<file path="src/sv/trcq_ram.sv">
module trcq_ram #(
   parameter int WIDTH = 8,
   parameter int DEPTH = 16
) (
   input logic clock,
   input logic wr_en,
   input logic [$clog2(DEPTH)-1:0] wr_addr,
   input logic [WIDTH-1:0] wr_data,
   input logic [$clog2(DEPTH)-1:0] rd_addr,
   output logic [WIDTH-1:0] rd_data
);

   logic [WIDTH-1:0] mem_ff [DEPTH];
   logic [WIDTH-1:0] rd_data_ff;

   always_ff @(posedge clock) begin
      if (wr_en) begin
         mem_ff[wr_addr] <= wr_data;
      end
      rd_data_ff <= mem_ff[rd_addr];
   end

   assign rd_data = rd_data_ff;

endmodule

</file>
<file path="config.mk">
export PLATFORM = sky130hd
export DESIGN_NAME = trcq_ram
export DESIGN_NICKNAME = d
export VERILOG_FILES = /design/src/sv/trcq_ram.sv
export SDC_FILE = /design/constraint.sdc
export NUM_CORES = 1
export LEC_CHECK = 0
export BUFFER_PORTS_ARGS = -buffer_cell sky130_fd_sc_hd__buf_2
export CORE_ASPECT_RATIO = 0.6
export CORE_MARGIN = 3
export CORE_UTILIZATION = 40
export DETAILED_ROUTE_END_ITERATION = 8
export PLACE_DENSITY_LB_ADDON = 0.1
export RECOVER_POWER = 25
export REMOVE_ABC_BUFFERS = 1
export SYNTH_ARGS = -nofsm -noshare
export SYNTH_HDL_FRONTEND = slang
export SYNTH_SLANG_ARGS = --single-unit
export TNS_END_PERCENT = 100
</file>
<file path="constraint.sdc">
create_clock -name clock -period 6.9 [get_ports clock]
set_clock_uncertainty 0.05 [all_clocks]
set_input_delay 2.07 -clock clock [delete_from_list [all_inputs] [get_ports clock]]
set_output_delay 2.07 -clock clock [all_outputs]
set_load 0.02 [all_outputs]
</file>
==> impl_metrics.yaml <==
clock_network:
  cts_buffers: 17
  cts_resized: 0
  path_clk_slew_ps: 60
  clock_sinks: 136
  htree_levels: 4
  cts_buffer_depth: 2
  clock_latency_ps: 410
  ctsHoldBuffers: 0
  cts-root-buf: "clkbuf_16"
  cts_tree: "done"
  cts_setup_buffers: 0
floorplanning:
  die_x_um: 152
  core-area_um2: 12300
  die_area_um2: 14300
  io_pins: 26
  fp.dieH_um: 93.9
  start_util: 0.419
  std_cell_rows: 31
yosys:
  synth_area_per_cell_um2: 22.5
  synth_seq_cells: 136
  yosysWarnings: 0
  syn-cell-area_um2: 5150
  synth_cell_types: 19
  ys_seq_area_frac: 0.778
  netlist_instances: 229
job:
  max-cap-violations: 0
critical_path:
  reg2reg_slack_ps: 5500
  cp_cell_sequence: "buf_2 > buf_4 > mux4_1 > a22oi_1 > nand2_1"
  cp.arrival_ps: 3690
  crit_buf_inv: 2
  worstReg2RegEnd: "rd_data[1]"
  critPathSlowestCell: "mux4_1"
  reg2reg_depth: 3
  reg2reg_from: "mem_ff[3][1]"
  critical-path-top-delay-family: "multiplexers"
  crit_start: "rd_addr[0]"
  endpoint_kind: "flop"
  critical_path_required_ps: 7140
  cp_max_fo: 32
  path_class: "in -> reg"
  slowest_delay_ps: 650
  worstSetupStartpointType: "input port"
finish:
  final_nets: 286
  drive_above_1_share: 0.260
  n_antenna_cell: 0
  area_delta_synth_final_pct: 16.7
  regArea_um2: 4000
  multiInputGateArea_um2: 1060
  fillers: 1005
place:
  place_congestion: 0.688
  io_buffers: 25
  dp_slack_ps: 2970
  dp_hpwl_um: 6390
hold_path:
  min_from: "mem_ff[14][7]"
  hold_path.class: "reg -> reg"
  holdPathEnd: "rd_data[7]"
  holdPathStages: 3
sta:
  period_share: 0.500
  slew_headroom: 0.275
  worst_slew_pin_slew_ps: 1080
  finalSetupViolCount: 0
  timing.hold.ws_ps: 633
  drv_slew: 0
  fmax_mhz: 290
  fin_ws_ps: 3450
  rsz0062_at_grt: "false"
  post-route-min-period_ps: 3450
  hold_viol_final: 0
  final.setup.tns_ps: 0
route:
  ant_nets: 0
  vias_per_cell: 5.32
  drc: 0
  dr.first_iter.drc_count: 172
  firstDrtPassIters: 4
  wirelength_um: 10200
  drt-wirelength-per-cell_um: 23.0
  vias: 2374
global_routing:
  globalRouteOverflowTotal: 0
  grt_max_degree: 33
  grt_pass1_vias: 2497
  grt_pass1_wl_um: 15700
  grt_usage: 0.155
  antenna_found_initial: 0
power_and_ir_drop:
  clkPwrFrac: 0.466
  p_per_area_nw_per_um2: 316
  switchingPower_mw: 0.382
  pwr-share-seq: 0.489
  p_int_mw: 1.52
  leakage_nw: 1.98
  comb_power_share: 0.046
  vdd_drop_max_uv: 204
  p_sw_frac: 0.201
status:
  status: "completed"
-- cell families (layout without fill, tap and decap cells) --
kind of cell,Yosys count,in the layout,share of synthesized area
flip-flops,136,136,0.778
AND/OR/NAND/NOR,35,35,0.0318
AO/OA/AOI/OAI,16,16,0.0233
multiplexers,32,32,0.150
buffers and inverters,10,62,0.0168
-- per-stage QoR --
step / power [mW] / utilization / instances / area [um2]
finish: 1.90 / 0.489 / 446 / 6010
global route: 1.97 / 0.489 / 446 / 6010
CTS: 1.92 / 0.489 / 446 / 6020
detailed placement: 1.03 / 0.442 / 414 / 5430
global placement: 1.03 / 0.442 / 414 / 5430
floorplan: 0.989 / - / 219 / 5060
-- power by group through the flow --
| stage | Clock [mW] | Sequential (mW) | Combinational (mW) |
|---|---|---|---|
| 2_1_floorplan | 0 | 0.952 | 0.0370 |
| 3_3_place_gp | 0 | 0.945 | 0.0887 |
| 3_5_place_dp | 0 | 0.946 | 0.0894 |
| 4_1_cts | 0.905 | 0.929 | 0.0896 |
| 5_1_grt | 0.946 | 0.930 | 0.0952 |
| 6_report | 0.885 | 0.928 | 0.0870 |
-- how the worst max path moves through the flow --
stage | cells past startpoint | end
after floorplan | 2 | mem_ff[0][0]
after global placement | 5 | rd_data[3]
after detailed placement | 5 | rd_data[3]
after CTS | 5 | rd_data[3]
after global routing | 5 | rd_data[3]
final | 5 | rd_data[1]
-- routing by layer --
metal,share of wire,vias up,global-route usage
met5,0,-,0
met4,0.0090,0,0.0600
met3,0.041,11,0.0391
met2,0.46,54,0.232
met1,0.49,1257,0.220
li1,-,1052,-
-- layout by cell type (no fill, tap or decap), types with 2 or more instances in the layout --
cell type	instances
edfxtp_1	128
buf_2	20
mux4_2	18
clkbuf_16	17
a22oi_1	16
mux4_1	14
nor2_1	13
nand2_1	9
dfxtp_1	8
clkbuf_1	5
buf_4	5
nor3_1	4
clkinvlp_4	4
clkinv_2	4
bufinv_16	3
clkinv_1	3
nand3b_1	2
nand2b_1	2
-- cells in the mapped netlist (all sizes together) --
cell type | count | share of area
a22oi | 16 | 0.023
mux4 | 32 | 0.15
nor2 | 13 | 0.0095
nand3 | 1 | 0.00097
nand2 | 9 | 0.0066
and2 | 1 | 0.0012
edfxtp | 128 | 0.75
buf | 7 | 0.011
dfxtp | 8 | 0.031
nor3 | 4 | 0.0039
nand2b | 2 | 0.0024
nor2b | 1 | 0.0012
or3b | 1 | 0.0017
clkdlybuf4s25 | 3 | 0.0058
and2b | 1 | 0.0015
nand3b | 2 | 0.0029
-- layout make-up --
class	instances	share of cell area
clock buffers	17	0.0708
flip-flops and latches	136	0.666
clock inverters	15	0.0267
repair buffers	30	0.0260
multi-input cells	83	0.176
well taps	165	0.0344
-- registers in the layout, indices dropped and copies added, names as in the netlist --
name	count
mem_ff	128
rd_data	8
-- tightest hold or removal path: stages (launching register included) --
cell      delay [ps]
edfxtp_1         310
mux4_2           220
a22oi_1           70
nand2_1           60
(Power assumes the default switching activity.)
